--- config.mk ---
export PLATFORM = sky130hd
export DESIGN_NAME = kcs_div
export DESIGN_NICKNAME = d
export VERILOG_FILES = /design/src/hdl/kcs_pkg.sv /design/src/hdl/kcs_div.sv
export SDC_FILE = /design/constraint.sdc
export NUM_CORES = 1
export LEC_CHECK = 0
export BUFFER_PORTS_ARGS = -buffer_cell sky130_fd_sc_hd__buf_2
export CAP_MARGIN = 30
export CORE_MARGIN = 5
export CORE_UTILIZATION = 50
export DETAILED_ROUTE_END_ITERATION = 16
export PLACE_DENSITY_LB_ADDON = 0.15
export SYNTH_ARGS = -nofsm -noshare
export SYNTH_HDL_FRONTEND = slang
export SYNTH_SLANG_ARGS = --single-unit
--- constraint.sdc ---
create_clock -name clock -period 9.4 [get_ports clock]
set_input_delay 1.88 -clock clock [delete_from_list [all_inputs] [get_ports clock]]
set_output_delay 1.88 -clock clock [all_outputs]
set_load 0.05 [all_outputs]
--- src/hdl/kcs_pkg.sv ---
// ----------------------------------------------------------------------------
// kcs_pkg: shared types and constants for the k-mer count and score block
// Beat payloads, fixed field widths and the reset value of the k register.
// ----------------------------------------------------------------------------
package kcs_pkg;

   // fixed field widths
   localparam int CFG_W   = 4;
   localparam int SUM_W   = 37;
   localparam int LEN_W   = 32;
   localparam int NRC_W   = 20;
   localparam int FRAC_W  = 16;
   // quotient bits above the fraction point
   localparam int INT_W   = NRC_W - FRAC_W;

   localparam int MAX_K_DEFAULT      = 10;
   localparam int COUNT_BITS_DEFAULT = 20;

   localparam logic [CFG_W-1:0] KMER_LEN_RESET = 4'd10;

   localparam logic ACT_TRAIN = 1'b0;
   localparam logic ACT_SCORE = 1'b1;

   typedef struct packed {
      logic       action;
      logic [1:0] base;
      logic       seq_last;
   } req_type;

   typedef struct packed {
      logic [SUM_W-1:0] score_bits;
      logic [LEN_W-1:0] base_count;
      logic [NRC_W-1:0] nrc_fixed;
   } rsp_type;

   // count table access command
   typedef struct packed {
      logic rd_en;
      logic wr_en;
   } tbl_cmd_type;

   // divider status
   typedef struct packed {
      logic busy;
      logic done;
   } div_stat_type;

endpackage

--- src/hdl/kcs_div.sv ---
// ----------------------------------------------------------------------------
// kcs_div: score over twice length, restoring divider
// One quotient bit per cycle through a single subtractor; saturates early.
// ----------------------------------------------------------------------------
module kcs_div (
   input  logic                       clock,
   input  logic                       reset,
   input  logic                       start,
   input  logic [kcs_pkg::SUM_W-1:0]  sum,
   input  logic [kcs_pkg::LEN_W-1:0]  len,
   output logic [kcs_pkg::NRC_W-1:0]  quot,
   output kcs_pkg::div_stat_type      stat
);
   import kcs_pkg::*;

   localparam int DEN_W = LEN_W + 1;
   localparam int REM_W = DEN_W + 1;
   localparam int CNT_W = $clog2(NRC_W + 1);

   logic             busy_ff, busy_in;
   logic             done_ff, done_in;
   logic [CNT_W-1:0] cnt_ff, cnt_in;
   logic [REM_W-1:0] rem_ff, rem_in;
   logic [NRC_W-1:0] num_ff, num_in;
   logic [NRC_W-1:0] quot_ff, quot_in;
   logic [DEN_W-1:0] den_ff, den_in;
   logic [REM_W-1:0] trial;
   logic [REM_W:0]   diff;
   logic             sat;

   // quotient reaches 2^NRC_W exactly when sum >= len * 2^(INT_W+1)
   assign sat   = sum >= {len, {(INT_W + 1){1'b0}}};
   assign trial = {rem_ff[REM_W-2:0], num_ff[NRC_W-1]};
   assign diff  = {1'b0, trial} - {2'b00, den_ff};

   always_comb begin
      busy_in = busy_ff;
      done_in = done_ff;
      cnt_in  = cnt_ff;
      rem_in  = rem_ff;
      num_in  = num_ff;
      quot_in = quot_ff;
      den_in  = den_ff;
      if (start) begin
         done_in = 1'b0;
         den_in  = {len, 1'b0};
         num_in  = {sum[INT_W-1:0], {FRAC_W{1'b0}}};
         rem_in  = {1'b0, sum[SUM_W-1:INT_W]};
         cnt_in  = CNT_W'(NRC_W);
         if (sat) begin
            quot_in = '1;
            done_in = 1'b1;
         end else begin
            quot_in = '0;
            busy_in = 1'b1;
         end
      end else if (busy_ff) begin
         // shift in the next numerator bit, subtract where it fits
         if (!diff[REM_W]) begin
            rem_in  = diff[REM_W-1:0];
            quot_in = {quot_ff[NRC_W-2:0], 1'b1};
         end else begin
            rem_in  = trial;
            quot_in = {quot_ff[NRC_W-2:0], 1'b0};
         end
         num_in = {num_ff[NRC_W-2:0], 1'b0};
         cnt_in = cnt_ff - 1'b1;
         if (cnt_ff == CNT_W'(1)) begin
            busy_in = 1'b0;
            done_in = 1'b1;
         end
      end
   end

   always_ff @(posedge clock) begin
      if (reset) begin
         busy_ff <= 1'b0;
         done_ff <= 1'b0;
         cnt_ff  <= '0;
      end else begin
         busy_ff <= busy_in;
         done_ff <= done_in;
         cnt_ff  <= cnt_in;
      end
   end

   always_ff @(posedge clock) begin
      rem_ff  <= rem_in;
      num_ff  <= num_in;
      quot_ff <= quot_in;
      den_ff  <= den_in;
   end

   assign quot      = quot_ff;
   assign stat.busy = busy_ff;
   assign stat.done = done_ff;

endmodule

==> metrics.md, run 1 <==
| Metric | Value |
|---|---|
| Worst vdd ir | 129 µV |
| Worst-Skew Late Latency | 0.35 ns |
| ANT cells | 0 |
| Most common cell after layout, fill and taps aside | buf_2 |
| Die width | 125 µm |
| Root Driver | clkbuf_16 |
| DR WL/cell | between 15 and 20 µm |
| Num CTS Buffers | 9 |
| Period minus WS final | 4.26 ns |
| Ys flop type | edfxtp_1 |
| Number of fill cells in the layout | 1188 |
| Launch point of the worst hold path | cnt_ff[1] |
| Gpl congestion | about 0.88 |
| Final Cycle Share | a little under half |
| Clock slew at reported path FFs | around 0.070 ns |
| Worst path bufs/invs | 3 |
| CP Cell Sequence | buf_2 > inv_1 > ha_1 > a21o_1 > a21o_1 > a21o_1 > a211oi_1 > o211ai_1 > a211oi_1 > o21ai_1 > a211oi_2 > buf_4 > nor2_1 |
| Setup Skew | 0.00845 ns |
| Yosys cell types | 64 |
| Rows | 42 |
| Hold EP | cnt_ff[1] |
| DIE AREA | approximately 16000 µm² |
| Crit Reg-Reg Endpoint | rem_ff[27] |
| Final count of pins violating max slew | 0 |
| CP arrival | 4.36 ns |
| RSZ-0062 raised after global routing | no |
| Die Span Y | 125 µm |
| Initial antenna violation count | 0 |
| Worst reg2reg startpoint | rem_ff[0] |
| Via count of the first global-routing pass | 5543 |
| Starting DRT DRC Count | 315 |
| Ratio of cells with drive above 1 in the final layout | 17.7% |
| Yosys Warn Count | 0 |
| First-pass GRT wire length | 26500 µm |
| Final nets | 909 |
| Cell Area, Placed | 7260 µm² |
| Static Leak | between 3 and 4 nW |
| Max_cap viols | 0 |
| H-tree levels | 3 |
| Sequential area share after synthesis | 42.4% |
| Hold WC Path Type | flip-flop to flip-flop |
| Crit start category | input pin |
| Area Overhead vs Synth | 14.6% |
| CP max stage delay | 0.32 ns |
| Avg Cell Area, Syn | 9.70 µm² |
| Initial core utilization | approximately 51% |
| Status | finished clean |
| CP max-delay cell | a211oi_1 |
| Kind of cell adding the most delay to the critical path | compound AO/OA/AOI/OAI gates |
| DRC violations left | 0 |
| Largest net degree at the start of global routing | 63 |
| Total power | ~1.7 mW |
| Core area | 13100 µm² |
| Synth Net Count | 823 |
| DR vias/cell | 5.72 |
| Post_cts resized | 0 |
| Most used cell, CP | a21o_1 |
| ANT nets after route | 0 |
| Routed WL | 16200 µm |
| Endpoints failing setup | 0 |
| Hold Buf Count CTS | 0 |
| CTS tree | built |
| CP max FO | 22 |
| Top Ports | between 90 and 100 |
| IO buf count | 93 |
| Worst Setup Path Type | input pin to flip-flop |
| Fin area | 7600 µm² |
| Synth Cell Area | 6640 µm² |
| Post-CTS Setup Inserts | 0 |
| Most frequent cells in the layout | buf_2 (92), edfxtp_1 (89), nor2_1 (82) |
| Cell Pwr Density | 227 nW/µm² |
| Gr usage total | 20.5% |
| Yosys reg bits | 96 |
| Longest Clk Path Bufs | 2 |
| Fmax | about 230 MHz |
| Grt ovf | 0 |
| DR vias | 5442 |
| Synth async-reset ratio | 0% |
| Number of detailed-route iterations in the first pass | 6 |
| Type of destination of the critical path | flip-flop |
| Hold Path Depth | 2 |
| Setup slack, reg-to-reg | 5.73 ns |
| Clock sink total | 96 |
| Post-synth EDFFs | 89 |
| Setup TNS | 0 ns |
| Worst EP required | about 9.5 ns |
| Synthesized instance count | 684 |
| Final hold vios | 0 |
| Detailed-placement wirelength estimate | roughly 12000 µm |
| Max-slew headroom | 47.3% |
| R2R depth | 12 |
| Least-Margin Pin Slew | 0.791 ns |
-- how the worst max path moves through the flow --
| stage | startpoint | endpoint | slack (ns) | cells past startpoint |
|---|---|---|---|---|
| CTS | len[9] | quot[0] | 5.20 | 13 |
| global placement | sum[6] | quot[0] | 4.98 | 12 |
| global route | len[9] | quot[5] | 5.01 | 13 |
| finish | len[9] | quot[13] | 5.14 | 13 |
| detailed placement | len[9] | quot[0] | 4.82 | 13 |
| floorplan | len[9] | quot[0] | 5.20 | 12 |
-- cell type report --
class | instances | area [µm²] | area share (%)
Multi-Input combinational cell | 484 | 3400 | 44.7
Sequential cell | 96 | 2810 | 37.0
Timing Repair Buffer | 99 | 553 | 7.27
Inverter | 80 | 300 | 3.95
Clock buffer | 10 | 229 | 3.01
Tap cell | 176 | 220 | 2.90
Clock inverter | 6 | 88.8 | 1.17
-- layer usage --
layer / vias to the layer above / wire length, µm / track usage (%)
met2: 157 / 7650 / 35.3
met1: 2604 / 7420 / 26.1
li1: 2666 / - / -
met4: 0 / 233 / 6.51
met3: 15 / 891 / 4.26
met5: - / 0 / 0
-- flip-flops by register name, indices dropped and copies added, names as in the netlist --
register / count
rem_ff: 33
den_ff: 32
quot: 20
cnt_ff: 5
num_ff: 4
busy_ff: 1
done_ff: 1
-- per-stage QoR --
stage                     hold WS (ns)  setup slack (ns)  instances  util, %
final                            0.538              5.14        951     57.9
after global routing             0.564              5.01        951     57.9
after floorplan                  0.484              5.20        684        -
after detailed placement         0.526              4.82        934     55.2
after global placement           0.506              4.98        933     55.0
after CTS                        0.537              5.20        950     57.7
-- power breakdown --
group	switching, mW	internal, mW
Combinational	0.441	0.299
Sequential	0.0357	0.556
Clock	0.163	0.234
-- cells in the mapped netlist (all sizes together), types with 2 or more instances --
library cell	number	area [µm²]
a2111oi	3	26.3
a211o	2	17.5
a211oi	15	118
a21o	31	233
a21oi	49	249
a221o	5	50.1
a22o	2	17.5
a2bb2oi	3	26.3
a311o	2	20.0
a31o	2	17.5
a31oi	10	77.6
and3	8	50.1
buf	13	91.3
clkbuf	11	41.3
dfxtp	7	140
edfxtp	89	2670
ha	66	826
inv	79	297
mux2	12	135
nand2	34	128
nand2b	4	25.0
nand3	11	55.1
nand4	11	68.8
nor2	84	320
nor2b	7	43.8
nor3	20	100
nor4	2	12.5
nor4b	3	26.3
o2111ai	2	17.5
o211ai	8	60.1
o21a	6	45.0
o21ai	27	135
o21bai	5	37.5
o31ai	2	15.0
or3	5	31.3
xnor2	13	114
xor2	13	114
-- kinds of logic (layout without fill, tap and decap cells) --
group                      after synthesis  after routing  share of synthesized area [%]
AOI/OAI and AO/OA                      184            184                           19.2
DFF                                     96             96                           42.4
buffers and inverters                  104            195                           6.52
adders and majority gates               67             67                           12.7
and+or+nand+nor                        195            195                           13.7
muxes                                   12             12                           2.04
xor gates and xnor gates                26             26                           3.43
-- worst reg2reg max path: stages (launching register included) --
cell and delay [ns]:
edfxtp_1 0.35, inv_1 0.05, ha_1 0.22, fa_1 0.40
nor2b_1 0.18, o2111ai_1 0.14, a211o_1 0.32, nand3_1 0.20
a31oi_1 0.17, o31ai_1 0.66, a31oi_1 0.23, xnor2_1 0.17
a221o_1 0.33
Note: power is estimated with default switching activity, not from simulation.
==> inputs of run 2 (changes only) <==
--- a/config.mk
+++ b/config.mk
@@ -5,6 +5,7 @@
 export SDC_FILE = /design/constraint.sdc
 export NUM_CORES = 1
 export LEC_CHECK = 0
+export ABC_AREA = 1
 export BUFFER_PORTS_ARGS = -buffer_cell sky130_fd_sc_hd__buf_2
 export CAP_MARGIN = 30
 export CORE_MARGIN = 5
==> constraint.sdc (replaced) <==
create_clock -name clock -period 3.7 [get_ports clock]
set_input_delay 0.74 -clock clock [delete_from_list [all_inputs] [get_ports clock]]
set_output_delay 0.74 -clock clock [all_outputs]
set_load 0.05 [all_outputs]
==> metrics.md, run 2 <==
| Metric | Value |
|---|---|
| Status | finished clean |
| Most common cell in the netlist | nand2_1 |
| Adder-Cell Fraction of Synth Area | 11.1% (-1.7 points) |
| Combinational Power Share | 43.9% (+1.1 points) |
| ANT cells | 0 (unchanged) |
| Longest Clk Path Bufs | 2 (unchanged) |
| Synth Cell Area | 7630 µm² (+15%) |
| CP max-delay cell | nand2_4 |
| Hold Buf Count CTS | 0 (unchanged) |
| Fin area | 8540 µm² (+12%) |
| DRT met1 WL | 10200 µm (+38%) |
| Largest family of logic cells by synthesized area | simple AND/OR/NAND/NOR gates |
| Core area | 15100 µm² (+15%) |
| Setup Skew | 0.00785 ns (-0.000609 ns) |
| Post-CTS Setup Inserts | 0 (unchanged) |
| Hold WC Path Type | flip-flop to flip-flop |
| Post-synthesis mux area share | 0% (-2.0 points) |
| Via count of the first global-routing pass | 6701 (+21%) |
| Most common cell after layout, fill and taps aside | nand2_1 |
| DR vias | 6869 (+26%) |
| Starting DRT DRC Count | 511 (+62%) |
| Worst vdd ir | 287 µV (+120%) |
| Worst Setup Path Type | flip-flop to flip-flop |
| Number of detailed-route iterations in the first pass | 5 (-1) |
| Initial antenna violation count | 0 (unchanged) |
| Ys flop type | edfxtp_1 |
| DIE AREA | 17800 µm² (+14%) |
| Kind of cell adding the most delay to the critical path | simple AND/OR/NAND/NOR gates |
| DR WL/cell | 15.3 µm (-10%) |
| Largest register FFs | 33 (unchanged) |
| Final hold vios | 0 (unchanged) |
| Worst EP required | 3.82 ns (-5.68 ns) |
| XOR/XNOR Fraction of Synth Area | 1.84% (-1.6 points) |
| Clock sink total | 96 (unchanged) |
| Switching power | 1.78 mW (+180%) |
| Post_cts resized | 0 (unchanged) |
| RSZ-0062 raised after global routing | no |
| Least-Margin Pin Slew | 0.909 ns (+0.118 ns) |
| Synthesized instance count | 1080 (+58%) |
| Synth Net Count | 1219 (+48%) |
| Routed WL | 20800 µm (+28%) |
| Final Cycle Share | about 77% |
| CP max stage delay | 0.46 ns (+0.14 ns) |
| Endpoints failing setup | 0 (unchanged) |
| Rows | 45 (+7.1%) |
| Met3 wire len | 1200 µm (+35%) |
| Switch share | 41.7% (+4.7 points) |
| DR vias/cell | 5.05 (-12%) |
| Synth Area in Simple Gates | 33.9% (+20 points) |
| Area leader, netlist | edfxtp_1 |
| Grt ovf | 0 (unchanged) |
| Yosys cell types | 37 (-42%) |
| Area Overhead vs Synth | 11.8% |
| Clock network power share | 22.2% (-0.8 points) |
| Yosys Warn Count | 0 (unchanged) |
| Internal power | 2.49 mW (+130%) |
| Crit start category | flip-flop |
| Avg Cell Area, Syn | 7.07 µm² (-27%) |
| Num CTS Buffers | 9 (unchanged) |
| Ratio of cells with drive above 1 in the final layout | 11.4% (-6.2 points) |
| Static Leak | 4.65 nW (+35%) |
| CP Cell Sequence | ha_1 > nand2_1 > nor2_1 > nand2_1 > inv_1 > nand2_2 > nand2_2 > nand2_4 > nand2_4 > nand3_1 > nand2_1 > nand2_1 |
| Type of destination of the critical path | flip-flop |
| Yosys reg bits | 96 (unchanged) |
| Max_cap viols | 0 (unchanged) |
| Setup TNS | 0 ns (unchanged) |
| Worst-Skew Late Latency | 0.36 ns (about the same) |
| Most flops, register | rem_ff |
| Commonest cells post-synth | nand2_1 (367), inv_1 (213), nor2_1 (91), edfxtp_1 (89), nand3_1 (74) |
| Register share of total power | 34.0% (-0.2 points) |
| CTS tree | built |
| Root Driver | clkbuf_16 |
| Die Span Y | 134 µm (+6.7%) |
| Top Ports | 94 (unchanged) |
| Final count of pins violating max slew | 0 (unchanged) |
| Synth area leaders | edfxtp_1 (35%), nand2_1 (18%), ha_1 (11%) |
| Fmax | 351 MHz |
| Final nets | 1305 (+44%) |
| Initial core utilization | 50.6% (+0.083 points) |
| H-tree levels | 3 (unchanged) |
| CP max FO | 33 (+50%) |
| ANT nets after route | 0 (unchanged) |
| Sequential area share after synthesis | 36.8% (-5.5 points) |
| Detailed-placement wirelength estimate | 16400 µm (+35%) |
| Post-synth EDFFs | 89 (unchanged) |
| IO buf count | 93 (unchanged) |
| Clock slew at reported path FFs | 0.07 ns (about the same) |
| Cell Pwr Density | 500 nW/µm² (+120%) |
| Synth Area in Compound Gates | 3.90% (-15 points) |
| Largest net degree at the start of global routing | 69 (+9.5%) |
| Highest metal used | met4 |
| Most used cell, CP | nand2_1 |
| CP arrival | 2.97 ns (-1.39 ns) |
| Synth async-reset ratio | 0% (unchanged) |
| Gpl congestion | 0.943 (+6.6%) |
| Most frequent cells in the layout | nand2_1 (366), inv_1 (213), buf_2 (93) |
| Max-slew headroom | 39.2% (-8.1 points) |
| First-pass GRT wire length | 33800 µm (+27%) |
| Period minus WS final | between 2 and 3 ns |
| Die width | 134 µm (+6.7%) |
| Met2 routed wirelength | 8880 µm (+16%) |
| DRC violations left | 0 (unchanged) |
| Cell Area, Placed | 8240 µm² (+14%) |
| Worst path bufs/invs | 1 (-2) |
| Gr usage total | 23.9% (+3.4 points) |
| Top-area cell type share of the netlist area | 35.0% (-5.3 points) |
## run 2: changes by cell type after synthesis, moves of 13 or more
cell	before	now
a21oi_1	48	34
a21o_1	31	0
nand3_1	11	74
nand2_1	34	367
inv_1	79	213
a211oi_1	14	1
nand3b_1	0	27
## run 2: cell families after synthesis
| logic type | count (synthesis) |
|---|---|
| and+or+nand+nor | 604 |
| buffers and inverters | 241 |
| DFF | 96 |
| adders and majority gates | 67 |
| AOI/OAI and AO/OA | 56 |
| xor gates and xnor gates | 16 |
## run 2: worst min-delay path, stage by stage, from the launching register on
cell and delay (ns):
dfxtp_1 0.31, nand2_1 0.06, a31oi_1 0.06
## run 2: final timing paths
| check | start | end | slack [ns] | depth (start not counted) |
|---|---|---|---|---|
| max | rem_ff[16] | rem_ff[28] | 0.85 | 12 |
| min | cnt_ff[4] | cnt_ff[4] | 0.47 | 2 |
| max reg2reg | rem_ff[16] | rem_ff[28] | 0.85 | 12 |
| min reg2reg | cnt_ff[4] | cnt_ff[4] | 0.47 | 2 |
## run 2: metal layers
metal | track usage (%) | vias to the layer above
li1 | - | 3555
met1 | 35.0 | 3073
met2 | 36.5 | 208
met3 | 3.78 | 33
met4 | 7.31 | 0
met5 | 0 | -
## run 2: per-stage QoR
step / instances / power [mW] / util, % / setup WS [ns] / hold WS, ns
floorplan: 1080 / 2.86 / - / 0.936 / 0.442
global placement: 1343 / 3.30 / 54.6 / 0.719 / 0.461
detailed placement: 1343 / 3.32 / 54.6 / 0.717 / 0.466
CTS: 1359 / 4.27 / 56.6 / 0.878 / 0.478
global route: 1359 / 4.59 / 56.6 / 0.659 / 0.528
finish: 1359 / 4.27 / 56.6 / 0.850 / 0.475
## run 2: power by group through the flow
stage | logic, mW | clock network [mW] | registers, mW
final | 1.87 | 0.946 | 1.45
after floorplan | 1.31 | 0 | 1.55
after global placement | 1.84 | 0 | 1.46
after detailed placement | 1.85 | 0 | 1.47
after global routing | 2.11 | 1.01 | 1.47
after CTS | 1.86 | 0.960 | 1.45
## run 2: final cells by class
type | count | area [µm²]
Multi-Input combinational cell | 743 | 3870
Tap cell | 188 | 235
Clock inverter | 7 | 73.8
Inverter | 218 | 818
Clock buffer | 9 | 225
Timing Repair Buffer | 98 | 503
Sequential cell | 96 | 2810
Fill cell | 1491 | 6550
==> inputs of run 3 (changes only) <==
==> constraint.sdc (replaced) <==
create_clock -name clock -period 2.6 [get_ports clock]
set_input_delay 0.52 -clock clock [delete_from_list [all_inputs] [get_ports clock]]
set_output_delay 0.52 -clock clock [all_outputs]
set_load 0.05 [all_outputs]
==> metrics.md, run 3 (synthesis results as in run 2) <==
| Metric | Value |
|---|---|
| Setup Skew | 0.0129 ns (+0.00506 ns) |
| Via count of the first global-routing pass | 6727 (+0.39%) |
| Switch share | 41.2% (-0.51 points) |
| Setup slack, reg-to-reg | 0.16 ns (-0.69 ns) |
| Gr usage total | 23.6% (-0.31 points) |
| Most flops, register | rem_ff |
| Fmax | 410 MHz (+17%) |
| Worst Setup Path Type | flip-flop to flip-flop |
| Routed WL | 20700 µm (-0.56%) |
| Least-Margin Pin Slew | 0.516 ns (-0.393 ns) |
| Core area | 15100 µm² (unchanged) |
| CP Cell Sequence | ha_1 > nand2_1 > nor2_1 > nand2_1 > nor2_2 > nor2_4 > buf_12 > nand2_4 > buf_4 > nand2_1 > nand3_1 > nand2_1 |
| Register share of total power | 33.5% (-0.5 points) |
| Fin area | 8730 µm² (+2.3%) |
| Endpoints failing setup | 0 (unchanged) |
| Type of destination of the critical path | flip-flop |
| CP max stage delay | 0.44 ns (-0.02 ns) |
| Status | finished clean |
| Starting DRT DRC Count | 429 (-16%) |
| Ratio of cells with drive above 1 in the final layout | 12.9% (+1.5 points) |
| Top Ports | 94 (unchanged) |
| Static Leak | 4.74 nW (+2.0%) |
| Stages on worst setup path | 12 (unchanged) |
| DIE AREA | 17800 µm² (unchanged) |
| Gpl congestion | 0.947 (+0.46%) |
| Most used cell, CP | nand2_1 |
| IO buf count | 93 (unchanged) |
| Hold slack | 0.357 ns (-0.118 ns) |
| Internal power | 3.63 mW (+46%) |
| Grt ovf | 0 (unchanged) |
| CP max-delay cell | edfxtp_1 |
| Combinational Power Share | 45.5% (+1.6 points) |
| Worst reg2reg startpoint | rem_ff[28] |
| Hold EP | busy_ff |
| Clock sink total | 96 (unchanged) |
| Clock network power share | 21.1% (-1.1 points) |
| Worst EP required | 2.70 ns (-1.12 ns) |
| Largest register FFs | 33 (unchanged) |
| Most common cell after layout, fill and taps aside | nand2_1 |
| Hold WC Path Type | input pin to flip-flop |
| Worst-Skew Late Latency | 0.35 ns (about the same) |
| ANT nets after route | 0 (unchanged) |
| First-pass GRT wire length | 33600 µm (-0.39%) |
| Crit start category | flip-flop |
| Fin util | 57.9% (+1.3 points) |
| Longest Clk Path Bufs | 2 (unchanged) |
| Final count of pins violating max slew | 0 (unchanged) |
| Hold Path Depth | 2 (unchanged) |
| Most frequent cells in the layout | nand2_1 (365), inv_1 (213), buf_2 (93) |
| Initial core utilization | 50.6% (unchanged) |
| CP arrival | 2.54 ns (-0.43 ns) |
| Clock slew at reported path FFs | 0.08 ns (about the same) |
| Setup slack after placement | 0.0580 ns (-0.659 ns) |
| DR vias/cell | 5.07 (+0.31%) |
| Die width | 134 µm (unchanged) |
| Switching power | 2.54 mW (+43%) |
| DR WL/cell | 15.1 µm (-1.6%) |
| Rows | 45 (unchanged) |
| Detailed-placement wirelength estimate | 16600 µm (+1.4%) |
| Max_cap viols | 0 (unchanged) |
| Largest net degree at the start of global routing | 89 (+29%) |
| Number of fill cells in the layout | 1473 (-1.2%) |
| CP max FO | 28 (-15%) |
| Number of detailed-route iterations in the first pass | 6 (+1) |
| Max-slew headroom | 65.5% (+26 points) |
| Cell Area, Placed | 8410 µm² (+2.1%) |
| Die Span Y | 134 µm (unchanged) |
| Final nets | 1319 (+1.1%) |
| H-tree levels | 3 (unchanged) |
| ANT cells | 0 (unchanged) |
| Setup ws final | 0.164 ns (-0.686 ns) |
| Root Driver | clkbuf_16 |
| DR vias | 6961 (+1.3%) |
| Initial antenna violation count | 0 (unchanged) |
| Launch point of the worst hold path | reset |
| Area Overhead vs Synth | 14.4% |
| Hold Buf Count CTS | 0 (unchanged) |
| Period minus WS final | 2.44 ns (-0.414 ns) |
| R2R depth | 12 (unchanged) |
| Crit Reg-Reg Endpoint | rem_ff[8] |
| Num CTS Buffers | 9 (unchanged) |
| DRC violations left | 0 (unchanged) |
| Worst path bufs/invs | 2 (+1) |
| Cell Pwr Density | 707 nW/µm² (+41%) |
| Final hold vios | 0 (unchanged) |
| Final Cycle Share | 93.7% (+17 points) |
| Kind of cell adding the most delay to the critical path | simple AND/OR/NAND/NOR gates |
| Worst vdd ir | 393 µV (+37%) |
| CTS tree | built |
run 3: changes by cell type in the layout (fill, tap and decap cells not counted), sizes merged:
| cell | before | now |
|---|---|---|
| clkinvlp | 0 | 1 |
| clkinv | 5 | 3 |
| buf | 98 | 112 |
| inv | 220 | 221 |
run 3: layout make-up:
type | instances | area, µm² | share of cell area, %
clock buffer | 9 | 225 | 2.58
clock inverter | 7 | 61.3 | 0.702
inverter | 218 | 818 | 9.37
multi-input combinational | 743 | 3880 | 44.5
sequential | 96 | 2810 | 32.2
tap | 188 | 235 | 2.69
timing repair buffer | 112 | 696 | 7.97
run 3: worst register-to-register path, stage by stage, from the launching register on:
cell	delay, ns
edfxtp_1	0.44
ha_1	0.36
nand2_1	0.16
nor2_1	0.18
nand2_1	0.11
nor2_2	0.17
nor2_4	0.05
buf_12	0.16
nand2_4	0.12
buf_4	0.20
nand2_1	0.07
nand3_1	0.11
nand2_1	0.06
run 3: worst max path at each step:
stage,from,endpoint,slack [ns]
detailed placement,rem_ff[8],rem_ff[28],0.06
global placement,rem_ff[8],rem_ff[28],0.05
CTS,rem_ff[4],rem_ff[28],0.05
floorplan,start,num_ff[16],0.06
finish,rem_ff[28],rem_ff[8],0.16
global route,rem_ff[24],quot[0],-0.004
run 3: power groups by stage:
stage | Sequential (mW) | Clock, mW | Combinational (mW)
after floorplan | 2.21 | 0 | 1.86
after global placement | 2.09 | 0 | 2.73
after detailed placement | 2.09 | 0 | 2.75
after CTS | 2.06 | 1.33 | 2.77
after global routing | 2.09 | 1.39 | 3.16
final | 2.06 | 1.30 | 2.81
run 3: metrics by stage:
step	TNS, ns	std cells	power, mW
global placement	0	1356	4.82
CTS	0	1372	6.16
finish	0	1373	6.17
floorplan	0	1080	4.07
detailed placement	0	1356	4.84
global route	-0.00420	1373	6.64
run 3: routing by layer:
metal | GRT usage (%) | part of all wire [%] | vias up
met1 | 34.0 | 48 | 3146
met5 | 0 | 0 | -
met4 | 6.51 | 1.9 | 0
met3 | 4.34 | 6.3 | 24
met2 | 36.5 | 44 | 208
li1 | - | - | 3583
run 3: what timing repair did:
action,CTS,global route
buffers inserted,0,1
gates resized for setup,0,8
setup endpoints to repair,0,29
